File: config.mk
export PLATFORM = sky130hd
export DESIGN_NAME = rmq_queue
export DESIGN_NICKNAME = d
export VERILOG_FILES = /design/src/design/rmq_pkg.sv /design/src/design/rmq_queue.sv
export SDC_FILE = /design/constraint.sdc
export NUM_CORES = 1
export LEC_CHECK = 0
export ABC_AREA = 1
export BUFFER_PORTS_ARGS = -buffer_cell sky130_fd_sc_hd__buf_2
export CORE_UTILIZATION = 29
export CTS_CLUSTER_DIAMETER = 120
export CTS_CLUSTER_SIZE = 24
export DETAILED_ROUTE_END_ITERATION = 6
export SYNTH_ARGS = -nofsm -noshare
export SYNTH_HDL_FRONTEND = slang
export SYNTH_SLANG_ARGS = --single-unit
File: constraint.sdc
create_clock -name clk -period 7 [get_ports clk]
set_input_delay 0 -clock clk [delete_from_list [all_inputs] [get_ports clk]]
set_output_delay 0 -clock clk [all_outputs]
set_load 0.02 [all_outputs]
File: src/design/rmq_pkg.sv
// ----------------------------------------------------------------------------
// rmq_pkg
// Shared types and widths for the rotation matrix to quaternion block.
// ----------------------------------------------------------------------------
package rmq_pkg;

  // raw vector magnitude, sized for the widest fraction setting
  localparam int MAG_W  = 32;
  // normalized magnitude, leading one at bit 29
  localparam int NMAG_W = 30;
  localparam int SQ_W   = 2 * NMAG_W;
  localparam int SUM_W  = SQ_W + 2;
  localparam int ROOT_W = SUM_W / 2;
  localparam int SREM_W = ROOT_W + 4;
  localparam int DREM_W = ROOT_W + 1;

  // classified item handed from front to back
  typedef struct packed {
    logic                  degen;
    logic [3:0]            neg;
    logic [3:0][MAG_W-1:0] mag;
  } rmq_item_t;

endpackage

File: src/design/rmq_queue.sv
// ----------------------------------------------------------------------------
// rmq_queue
// Two-entry queue between the front and the back.
// ----------------------------------------------------------------------------
module rmq_queue import rmq_pkg::*; (
  input  logic      clk,
  input  logic      rst,
  input  logic      in_valid,
  input  rmq_item_t in_item,
  output logic      in_ready,
  output logic      out_valid,
  output rmq_item_t out_item
);

  rmq_item_t  mem [2];
  logic       wr_ptr, rd_ptr;
  logic [1:0] count;
  logic       push, pop;

  assign in_ready  = count != 2'd2;
  assign out_valid = count != 2'd0;
  assign out_item  = mem[rd_ptr];
  assign push      = in_valid & in_ready;
  // the back never stalls: drain every cycle
  assign pop       = out_valid;

  always_ff @(posedge clk) begin
    if (rst) begin
      wr_ptr <= 1'b0;
      rd_ptr <= 1'b0;
      count  <= 2'd0;
    end else begin
      if (push) wr_ptr <= ~wr_ptr;
      if (pop)  rd_ptr <= ~rd_ptr;
      count <= count + 2'(push) - 2'(pop);
    end
    if (push) begin
      mem[wr_ptr] <= in_item;
    end
  end

endmodule

==> summary.md <==
- outcome: complete, no violations
- fin worst setup slack: 4.416 ns
- clock sinks: 271
- gr busiest metal: met2
- number of instances in the synthesized netlist: 438
- Clock Path Buffers: 3
- P_leak: 0.005195 uW
- critical path arrival: 2.70 ns
- IO buf count: 270
- average cell area after synthesis: 22.97 um^2
- origin of the critical flop-to-flop path: count[0]$_SDFF_PP0_
- RD Place Congestion: 0.7160
- # H-tree levels: 1
- predominant post-synthesis flop cell: edfxtp_1
- endpoint of the worst hold path: mem[0][22]$_DFFE_PP_
- final worst clock skew: 0.01946 ns
- number of fill cells in the layout: 3120
- global-route usage over all layers: 0.1123
- share of the synthesized area in compound gates (AO/OA/AOI/OAI): 0.002239
- setup repair after global routing missed its margin: false
- Routed WL: 20570 um
- fraction of final layout cells sized beyond drive strength 1: 0.5006
- number of top-level pins: 271
- total vias in the final route: 5401
- fraction of registers with async set/reset: 0
- area occupied by multi-input gates: 0.001831 mm^2
- Yosys reg bits: 271
- sequential share of the synthesized area: 0.8039
- register area: 0.008092 mm^2
- Worst R2R Setup Slack: 4.42 ns
- min-delay src: in_item[22]
- maximum number of pins on one net before global-route repair: 70
- total power divided by cell area: 238.5 mW/mm^2
- Worst Setup End Kind: flip-flop
- Root Buffer: clkbuf_16
- met2 track demand over resource: 0.1968
- area grow syn2layout: 35.95%
- vias in the first global route: 5823
- Simple-Gate Fraction of Synth Area: 0.003980
- most common library cells after synthesis: 266 x edfxtp_1, 70 x mux2_4, 63 x mux2_2, 9 x buf_6, 6 x buf_2
- worst setup slack after placement: 4.347 ns
- Final ANT Viol Nets: 0
- dominant combinational cell family by area after synthesis: multiplexers
- post-synthesis xor/xnor area fraction: 0
- floorplan die area: 0.03544 mm^2
- number of design-rule violations left by the first detailed-router iteration: 237
- final-report setup violation count: 0
- CP max FO: 69
- initial antenna violation count: 1
- Initial Utilization: 0.2971
- fraction of synthesized area in multiplexers: 0.1750
- number of buffers created by CTS: 15
- pins over their slew limit: 0
- met3 GRT Util: 0.03762
- net count of the mapped netlist: 574
- vias per cell: 4.142
- CTS tree: built
- cell types with the largest area share after synthesis: edfxtp_1 79%, mux2_4 10%, mux2_2 7.1%, buf_6 1.0%, dfxtp_1 0.99%
- final routed wire length divided by cell count: 15.78 um
- final layout net count: 987
- max-capacitance violation count: 0
- distinct cell type count after synthesis: 14
- synthesized-area fraction occupied by adder cells: 0
- Hold Violations, Final: 0
- Max Fclk: 0.3870 GHz
- setup repair bufs after CTS: 0
- number of enable flip-flop cells after synthesis: 266
- total number of placement rows: 67
- Syn Std Cell Area: 0.01006 mm^2
- clock period minus worst slack: 2.584 ns
- Final TNS setup: 0 ns
- area inside the core boundary: 0.03387 mm^2
- clock slew at reported path FFs: 0.09 ns
- Cells on Worst Hold Path: 2
- met1 demand-to-capacity share in global routing: 0.1342
- path class of the lowest-slack min-delay path: input port to flip-flop
- clock latency on the worst-skew pair: 0.51 ns
- first-pass GRT wire length: 31220 um
- die height: 188.3 um
- worst flop-to-flop path endpoint: mem[1][124]$_DFFE_PP_
- most frequent cell after synthesis: edfxtp_1
- half-perimeter wire length after detailed placement: 12600 um
- Worst-Margin Slew: 1.057 ns
- number of search-and-repair iterations in the first detailed-routing pass: 4
- Die Width: 188.3 um
- overflow left after global routing: 0
- cell count of the worst reg-to-reg path: 5
- Worst Path Class, Setup: flip-flop to flip-flop
- worst ir drop on vdd: 140.1 uV
- launching element type of the critical path: flip-flop
- relative max-transition margin: 0.2953
- period utilization: 0.3691
- count of unresolved DRC violations after routing: 0
- Yosys top cell area share: 0.7939
- count of warnings emitted by yosys: 0
- data required time at the worst endpoint: 7.11 ns
- largest area contributor in the synthesized netlist: edfxtp_1
-- kinds of logic after synthesis --
logic type | after synthesis
AND/OR/NAND/NOR | 10
multiplexers | 133
buffers and inverters | 20
flip-flops | 271
AO/OA/AOI/OAI | 4
-- worst max-delay path by stage --
stage	start	to	slack [ns]	cells after the start
after floorplan	count[0]$_SDFF_PP0_	mem[0][0]$_DFFE_PP_	0.18	4
after global placement	count[0]$_SDFF_PP0_	mem[1][70]$_DFFE_PP_	4.39	5
after detailed placement	count[0]$_SDFF_PP0_	mem[1][28]$_DFFE_PP_	4.35	5
after CTS	count[0]$_SDFF_PP0_	mem[1][124]$_DFFE_PP_	4.33	5
after global routing	count[0]$_SDFF_PP0_	mem[1][124]$_DFFE_PP_	4.20	5
final	count[0]$_SDFF_PP0_	mem[1][124]$_DFFE_PP_	4.42	5
-- flip-flops by register name, summed over array words and instances (netlist names), named ones only --
name / flops
rd_ptr: 1
mem: 266
count: 2
wr_ptr: 1
-- timing repair --
action                    CTS  global route
hold buffers              136             0
gates resized for setup     0             0
hold endpoints to repair  271             0
-- cell type report --
type                            instances  area share
Antenna cell                            1   0.0001829
Clock buffer                           19     0.02854
Clock inverter                          2    0.002104
Inverter                                5    0.001738
Multi-Input combinational cell        147      0.1338
Sequential cell                       271      0.5916
Tap cell                              448     0.04098
Timing Repair Buffer                  411      0.2011
-- critical path: stages (launching register included) --
cell and delay, ns:
dfxtp_1 0.34, inv_1 0.06, nand2_1 0.14, nand3_1 0.20, inv_6 0.57, buf_4 0.86
-- stage by stage --
step	area (um^2)	util	std cells	hold slack (ns)	power, uW
after floorplan	10060	-	438	0.06907	2194
after detailed placement	11900	0.3512	1146	0.1918	2336
after CTS	13680	0.4038	1303	0.1765	3325
final	13680	0.4039	1304	0.2068	3262
after global routing	13680	0.4039	1304	0.1817	3396
after global placement	11900	0.3512	1146	0.1880	2329
-- routing by layer --
metal | vias up | share of wire
li1 | 2544 | -
met5 | - | 0
met3 | 21 | 0.083
met1 | 2653 | 0.42
met2 | 183 | 0.49
met4 | 0 | 0.011
-- where the power goes --
| part | internal (uW) | total (uW) | switching, uW |
|---|---|---|---|
| logic | 213 | 454 | 240 |
| registers | 1880 | 1900 | 20.9 |
| clock network | 406 | 911 | 505 |
| total | 2500 | 3260 | 766 |
-- cells in the final DEF, fill, tap and decap left out, drive strengths merged --
master	n
inv	7
nand3	1
o21a	1
buf	275
dfxtp	5
nor2	4
o21ai	1
diode	1
clkbuf	19
nand2	4
mux2	133
edfxtp	266
nor3	1
dlygate4sd3	136
a21oi	2
Note: power is estimated with default switching activity, not from simulation.
