File: src/design/rmq_pkg.sv
// ----------------------------------------------------------------------------
// rmq_pkg
// Shared types and widths for the rotation matrix to quaternion block.
// ----------------------------------------------------------------------------
package rmq_pkg;

  // raw vector magnitude, sized for the widest fraction setting
  localparam int MAG_W  = 32;
  // normalized magnitude, leading one at bit 29
  localparam int NMAG_W = 30;
  localparam int SQ_W   = 2 * NMAG_W;
  localparam int SUM_W  = SQ_W + 2;
  localparam int ROOT_W = SUM_W / 2;
  localparam int SREM_W = ROOT_W + 4;
  localparam int DREM_W = ROOT_W + 1;

  // classified item handed from front to back
  typedef struct packed {
    logic                  degen;
    logic [3:0]            neg;
    logic [3:0][MAG_W-1:0] mag;
  } rmq_item_t;

endpackage

File: src/design/rmq_front.sv
// ----------------------------------------------------------------------------
// rmq_front
// Accept a matrix, pick the branch and build the unnormalized vector.
// ----------------------------------------------------------------------------
module rmq_front import rmq_pkg::*; #(
  parameter int FRAC_BITS = 14
) (
  input  logic               clk,
  input  logic               rst,
  input  logic               start,
  output logic               busy,
  input  logic signed [15:0] m00,
  input  logic signed [15:0] m01,
  input  logic signed [15:0] m02,
  input  logic signed [15:0] m10,
  input  logic signed [15:0] m11,
  input  logic signed [15:0] m12,
  input  logic signed [15:0] m20,
  input  logic signed [15:0] m21,
  input  logic signed [15:0] m22,
  output logic               out_valid,
  output rmq_item_t          out_item,
  input  logic               out_ready
);

  localparam logic signed [33:0] ONE = 34'sd1 <<< FRAC_BITS;

  logic signed [33:0] e00, e01, e02, e10, e11, e12, e20, e21, e22;
  logic signed [33:0] t, u;
  logic signed [43:0] t1000;
  logic signed [33:0] v [4];
  logic [1:0]         k;
  logic               dg, trace_br, accept;
  rmq_item_t          item_next;

  assign busy   = out_valid & ~out_ready;
  assign accept = start & ~busy;

  assign e00 = 34'(m00);
  assign e01 = 34'(m01);
  assign e02 = 34'(m02);
  assign e10 = 34'(m10);
  assign e11 = 34'(m11);
  assign e12 = 34'(m12);
  assign e20 = 34'(m20);
  assign e21 = 34'(m21);
  assign e22 = 34'(m22);

  // trace test
  assign t        = ONE + e00 + e11 + e22;
  assign t1000    = 44'(t) * 44'sd1000;
  assign trace_br = (t > 34'sd0) && (t1000 > 44'(ONE));

  // branch selection and radicand clamp
  always_comb begin
    for (int i = 0; i < 4; i++) v[i] = '0;
    u  = '0;
    k  = 2'd0;
    dg = 1'b0;
    if (trace_br) begin
      v[0] = e21 - e12;
      v[1] = e02 - e20;
      v[2] = e10 - e01;
      v[3] = t;
    end else begin
      if (e00 > e11 && e00 > e22) begin
        u = ONE + e00 - e11 - e22;
        k = 2'd0;
        v[1] = e01 + e10;
        v[2] = e02 + e20;
        v[3] = e21 - e12;
      end else if (e11 > e22) begin
        u = ONE + e11 - e00 - e22;
        k = 2'd1;
        v[0] = e01 + e10;
        v[2] = e12 + e21;
        v[3] = e02 - e20;
      end else begin
        u = ONE + e22 - e00 - e11;
        k = 2'd2;
        v[0] = e02 + e20;
        v[1] = e12 + e21;
        v[3] = e10 - e01;
      end
      if (u <= 34'sd0) begin
        u  = 34'sd1;
        dg = 1'b1;
      end
      v[k] = u;
    end
  end

  // split into sign and magnitude
  always_comb begin
    item_next.degen = dg;
    for (int i = 0; i < 4; i++) begin
      item_next.neg[i] = v[i] < 34'sd0;
      item_next.mag[i] = MAG_W'(v[i] < 34'sd0 ? -v[i] : v[i]);
    end
  end

  // hold the beat until the queue takes it
  always_ff @(posedge clk) begin
    if (rst) begin
      out_valid <= 1'b0;
    end else begin
      out_valid <= accept | (out_valid & ~out_ready);
    end
    if (accept) begin
      out_item <= item_next;
    end
  end

endmodule

File: config.mk
export PLATFORM = sky130hd
export DESIGN_NAME = rmq_front
export DESIGN_NICKNAME = d
export VERILOG_FILES = /design/src/design/rmq_pkg.sv /design/src/design/rmq_front.sv
export SDC_FILE = /design/constraint.sdc
export NUM_CORES = 1
export LEC_CHECK = 0
export ABC_AREA = 1
export ABC_CLOCK_PERIOD_IN_PS = 9700
export BUFFER_PORTS_ARGS = -buffer_cell sky130_fd_sc_hd__buf_2
export CAP_MARGIN = 30
export CORE_MARGIN = 10
export CORE_UTILIZATION = 55
export DETAILED_ROUTE_END_ITERATION = 8
export PLACE_DENSITY = 0.72
export SKIP_LAST_GASP = 1
export SYNTH_ARGS = -nofsm -noshare
export SYNTH_HDL_FRONTEND = slang
export SYNTH_SLANG_ARGS = --single-unit
File: constraint.sdc
create_clock -name clk -period 9.7 [get_ports clk]
set_input_delay 0.485 -clock clk [delete_from_list [all_inputs] [get_ports clk]]
set_output_delay 0.485 -clock clk [all_outputs]
set_load 0.02 [all_outputs]
==> run summary, run 1 <==
Run status: finished clean
DR vias: 22700
Synth async-reset ratio: 0%
Final hold slack: 203 ps
IO Count: 283
Post-Layout Inst Area: 26900 um2
Die Span X: 229 um
Number of remaining DRC errors: 0
Fin crit share: 92.3%
Number of port buffers: 282
Placed cell area: 26300 um2
Crit-path max FO: 15
Clock tree root driver cell: clkbuf_16
Setup-failing EPs final: 0
#FFs+latches synth: 134
Post_cts resized: 0
Max Fclk: 112 MHz
Final count of hold timing violations: 0
Worst path slowest cell: fa_1
Main flop type after synthesis: edfxtp_1
CTS Sinks: 134
Avg Cell Area, Syn: 7.30 um2
Synth cell types: 61
Mapped Cells: 3289
Max_cap viols: 0
Hold WC Path Type: primary input to register
RSZ-0062 raised after global routing: false
Synth Cell Area: 24000 um2
Worst endpoint required time: 9880 ps
Slew headroom: 43.4%
Die ar.: 52400 um2
H-tree Lvls: 4
Row cnt: 76
Starting Density: 55.7%
Number of synthesized flops with an enable pin: 133
Total Nets Final: 4248
CP startpoint kind: primary input
Path type of the worst setup path: primary input to register
Final count of pins violating max slew: 0
Hold buffers post-CTS: 0
CP Capture Type: register
Tightest Pin Transition: 838 ps
DP HPWL: 67700 um
Vias in the first global route: 22400
Core area: 43100 um2
CTS max path bufs: 2
Initial antenna violation count: 2
First-pass GRT wire length: 123000 um
Avg WL per Cell: 18.8 um
WP data arrival: 9130 ps
CTS tree: done
DR pass1 iterations: 5
Largest net degree at the start of global routing: 68
Area delta synth->final: 12.1%
Grt ovf: 0
Clock Latency Late Sink: 470 ps
GP Congestion: 1.02
Clock Skews: 32.8 ps
Drt total wl: 79000 um
Ratio of cells with drive above 1 in the final layout: 12.6%
Max incr delay on CP: 560 ps
CP dominant cell by count: nand2_1
Post-CTS setup buffer count: 0
DR iter-0 viols: 2009
Setup_tns: 0 ps
Num CTS Buffers: 17
Post-layout min period: 8950 ps
Clk slew on worst S/H paths: 70 ps
Ys Warns: 0
Total Routing Usage GR: 29.4%
Core Util, Final: 62.4%
Routed vias/inst: 5.41
Die height: 229 um
Register area share after synthesis: 16.7%
Final ANT Viol Nets: 0
-- routing by layer --
layer,GRT usage [%],vias to the layer above,part of all wire (%)
met3,6.28,118,8.2
met2,49.1,891,47
met1,37.3,10700,42
met5,0,-,0.022
met4,8.96,2,3.0
li1,-,11000,-
-- cells in the mapped netlist (8+ instances only) --
cell / count / share of area [%]
inv_2: 13 / 0.20
o21ai_0: 98 / 2.0
fa_1: 138 / 12
a21o_1: 15 / 0.47
a31oi_1: 9 / 0.23
or2_2: 10 / 0.26
o21bai_1: 15 / 0.47
o21ai_1: 28 / 0.58
nand2_1: 730 / 11
nor3_1: 26 / 0.54
ha_1: 356 / 19
edfxtp_1: 133 / 17
o211ai_1: 8 / 0.25
xor2_1: 151 / 5.5
nand2_2: 33 / 0.86
nand3_1: 171 / 3.6
buf_2: 24 / 0.50
nor2_1: 245 / 3.8
nor2_2: 9 / 0.23
o22ai_1: 17 / 0.44
buf_6: 9 / 0.42
buf_4: 11 / 0.34
xnor2_1: 29 / 1.1
inv_1: 629 / 9.8
a22oi_1: 28 / 0.88
a21oi_1: 184 / 3.8
clkbuf_1: 20 / 0.31
nand3_2: 8 / 0.33
nand4_1: 49 / 1.3
-- stage by stage --
step,worst slack [ps],instances
5_1_grt,148,4204
3_3_place_gp,358,4170
4_1_cts,658,4203
2_1_floorplan,1650,3344
3_5_place_dp,207,4171
6_report,748,4205
-- worst max-delay path, delay by kind of cell --
| family | cells | cell delay (ps) |
|---|---|---|
| adder cells (fa/ha/maj) | 9 | 3630 |
| AND/OR/NAND/NOR | 18 | 2600 |
| AO/OA/AOI/OAI | 5 | 1010 |
| buffers and inverters | 8 | 880 |
| XOR/XNOR | 3 | 480 |
-- cells in the final DEF, fill, tap and decap left out, drive strengths merged, types with 138 or more instances in the layout --
master,count
nand2,763
inv,652
ha,356
buf,312
nor2,258
a21oi,189
nand3,181
xor2,156
fa,138
-- flip-flops by register name, summed over array words and instances (netlist names) --
signal,count
out_valid,1
out_item,133
-- worst paths after layout --
kind	start	endpoint	slack, ps	cells past startpoint
worst max-delay path	m00[1]	out_item[76]$_DFFE_PP_	750	43
worst min register to register	out_valid$_SDFF_PP0_	out_valid$_SDFF_PP0_	490	2
worst min-delay path	rst	out_valid$_SDFF_PP0_	200	2
worst max register to register	out_valid$_SDFF_PP0_	out_item[103]$_DFFE_PP_	7810	5
-- cells by family after synthesis --
group / count (synthesis) / synth area share, %
flip-flops: 134 / 16.7
other: 1 / 0.0156
AO/OA/AOI/OAI: 451 / 11.0
adder cells (fa/ha/maj): 494 / 30.1
AND/OR/NAND/NOR: 1312 / 23.6
XOR/XNOR: 185 / 6.95
buffers and inverters: 712 / 11.7
-- area by class of cell --
cell class / instances / area [um2]
multi-input combinational: 2498 / 17400
fill: 3992 / 16200
sequential: 134 / 4010
inverter: 643 / 2420
timing repair buffer: 312 / 1700
tap: 585 / 732
clock buffer: 17 / 425
clock inverter: 15 / 206
antenna: 1 / 2.50
Power of run 1 is not shown: default switching activity piles up to over one toggle a cycle in this logic, so the estimate is an artifact.
==> inputs of run 2 (changes only) <==
--- a/config.mk
+++ b/config.mk
@@ -12,5 +12,5 @@
 export CORE_MARGIN = 10
-export CORE_UTILIZATION = 55
+export CORE_UTILIZATION = 54
 export DETAILED_ROUTE_END_ITERATION = 8
-export PLACE_DENSITY = 0.72
+export PLACE_DENSITY = 0.71
 export SKIP_LAST_GASP = 1
--- a/constraint.sdc
+++ b/constraint.sdc
@@ -3,2 +3,2 @@
 set_output_delay 0.485 -clock clk [all_outputs]
-set_load 0.02 [all_outputs]
+set_load 0.01 [all_outputs]
==> run 2 against run 1 <==
  * Wire length decreased by 4.2%
  * Final area decreased by 0.39%
  * Largest cell class unchanged
  * Via count decreased by 2.3%
  * First-iteration DRC count increased by 1.4%
  * Global-route usage decreased by 1.5 points
  * Critical endpoint unchanged
  * Clock skew decreased by 12 ps
  * Register-to-register slack got worse by 260 ps
  * Utilization decreased by 1.7 points
==> run summary, run 2 (same netlist as run 1, synthesis figures left out) <==
Starting Density: 54.4% (was 55.7%)
Largest register FFs: 133 (unchanged)
Leading cell type in the layout, fill and taps excluded: nand2_1 (unchanged)
Max_cap viols: 0 (unchanged)
Clock tree root driver cell: clkbuf_16 (unchanged)
Area occupied by multi-input gates: 17400 um2 (unchanged)
Largest Register: out_item (unchanged)
CP dominant cell by count: nand2_1 (unchanged)
CP delay by family, top: adder cells (unchanged)
H-tree Lvls: 4 (unchanged)
Vias in the first global route: 21400 (was 22400)
Hold buffers post-CTS: 0 (unchanged)
Path type of the worst setup path: primary input to register (unchanged)
Post_cts resized: 0 (unchanged)
Grt ovf: 0 (unchanged)
Placed cell area: 26200 um2 (was 26300 um2)
Hold path startpoint: rst (unchanged)
First-pass GRT wire length: 118000 um (was 123000 um)
Run status: finished clean (unchanged)
IO Count: 283 (unchanged)
Post-CTS setup buffer count: 0 (unchanged)
Buf+Inv Stages, Crit Path: 7 (was 8)
Max Fclk: 112 MHz (about the same)
CTS max path bufs: 2 (unchanged)
RR Startpoint: out_valid$_SDFF_PP0_ (unchanged)
DR pass1 iterations: 8 (was 5)
Area delta synth->final: 11.6% (was 12.1%)
DR iter-0 viols: 2037 (was 2009)
Ratio of cells with drive above 1 in the final layout: 12.5% (was 12.6%)
Worst path slowest cell: a21oi_4 (was fa_1)
RSZ-0062 raised after global routing: false (unchanged)
DP HPWL: 64100 um (was 67700 um)
Num CTS Buffers: 17 (unchanged)
CTS tree: done (unchanged)
Tightest Pin Transition: 853 ps (was 838 ps)
Clock Latency Late Sink: 480 ps (was 470 ps)
GP Congestion: 0.986 (was 1.02)
Drt total wl: 75600 um (was 79000 um)
CTS Sinks: 134 (unchanged)
Clk slew on worst S/H paths: 70 ps (about the same)
Setup_tns: 0 ps (unchanged)
FF+latch area: 4010 um2 (unchanged)
Worst endpoint required time: 9890 ps (was 9880 ps)
Total Nets Final: 4243 (was 4248)
Clock Skews: 20.5 ps (was 32.8 ps)
CP Capture Type: register (unchanged)
Max incr delay on CP: 580 ps (was 560 ps)
Setup-failing EPs final: 0 (unchanged)
DR vias: 22200 (was 22700)
Post-Layout Inst Area: 26800 um2 (was 26900 um2)
Die height: 231 um (was 229 um)
Final ANT Viol Nets: 0 (unchanged)
Core area: 44100 um2 (was 43100 um2)
Number of port buffers: 282 (unchanged)
Total Routing Usage GR: 27.9% (was 29.4%)
Most frequent cells in the layout: nand2_1, inv_1, ha_1 (unchanged)
Avg WL per Cell: 18.0 um (was 18.8 um)
Routed vias/inst: 5.28 (was 5.41)
Crit path from: m00[1] (unchanged)
Final count of hold timing violations: 0 (unchanged)
Row cnt: 77 (was 76)
Fin crit share: 92.0% (was 92.3%)
Die ar.: 53300 um2 (was 52400 um2)
Die Span X: 231 um (was 229 um)
Pre-CTS setup slack: 428 ps (was 207 ps)
Largest net degree at the start of global routing: 74 (was 68)
Number of remaining DRC errors: 0 (unchanged)
Biggest regs: out_item x133, out_valid x1 (unchanged)
WP data arrival: 9110 ps (was 9130 ps)
Fillers: 4270 (was 3992)
Post-route worst setup slack: 775 ps (was 748 ps)
Initial antenna violation count: 2 (unchanged)
Final count of pins violating max slew: 0 (unchanged)
Crit-path max FO: 27 (was 15)
Post-layout min period: 8920 ps (was 8950 ps)
Slew headroom: 42.4% (was 43.4%)
Hold WC Path Type: primary input to register (unchanged)
CP startpoint kind: primary input (unchanged)
[run 2: cell types whose count changed in the layout (fill, tap and decap cells not counted)]
cell / change
inv_6: +2
buf_4: -2
clkinv_8: -2
bufinv_16: -1
clkinv_2: +1
buf_6: -1
clkinvlp_4: +2
inv_8: -2
buf_12: -2
[run 2: layer usage]
layer | GRT usage [%] | wire (um)
met4 | 8.53 | 2240
met2 | 45.3 | 34300
met3 | 5.97 | 6360
met5 | 0 | 13
met1 | 36.4 | 32700
[run 2: area by class of cell]
| cell class | count | area share, % |
|---|---|---|
| diodes | 1 | 0.00934 |
| clock buffers | 17 | 1.59 |
| clock inverters | 15 | 0.593 |
| repair buffers | 307 | 6.09 |
| inverters | 643 | 9.02 |
| well taps | 592 | 2.76 |
| multi-input cells | 2498 | 65.0 |
| flip-flops and latches | 134 | 15.0 |
[run 2: worst register-to-register path, cell delays in order (launching register included)]
cell and delay, ps:
dfxtp_1 310, nand2_1 80, inv_1 70, nor2_4 70, buf_4 580, buf_4 290
buf_16 330
[run 2: stage by stage]
stage          util [%]  std cells  hold slack (ps)
2_1_floorplan         -       3344              499
3_3_place_gp       59.3       4173              473
3_5_place_dp       59.3       4173              498
4_1_cts            60.7       4205              163
5_1_grt            60.7       4206              183
6_report           60.7       4207              184
[run 2: worst paths after layout]
path                             end  slack [ps]  cells after the start
max           out_item[76]$_DFFE_PP_         780                     43
min reg2reg     out_valid$_SDFF_PP0_         500                      2
min             out_valid$_SDFF_PP0_         180                      2
max reg2reg  out_item[105]$_DFFE_PP_        7550                      6
Power of run 2 is left out for the same reason.
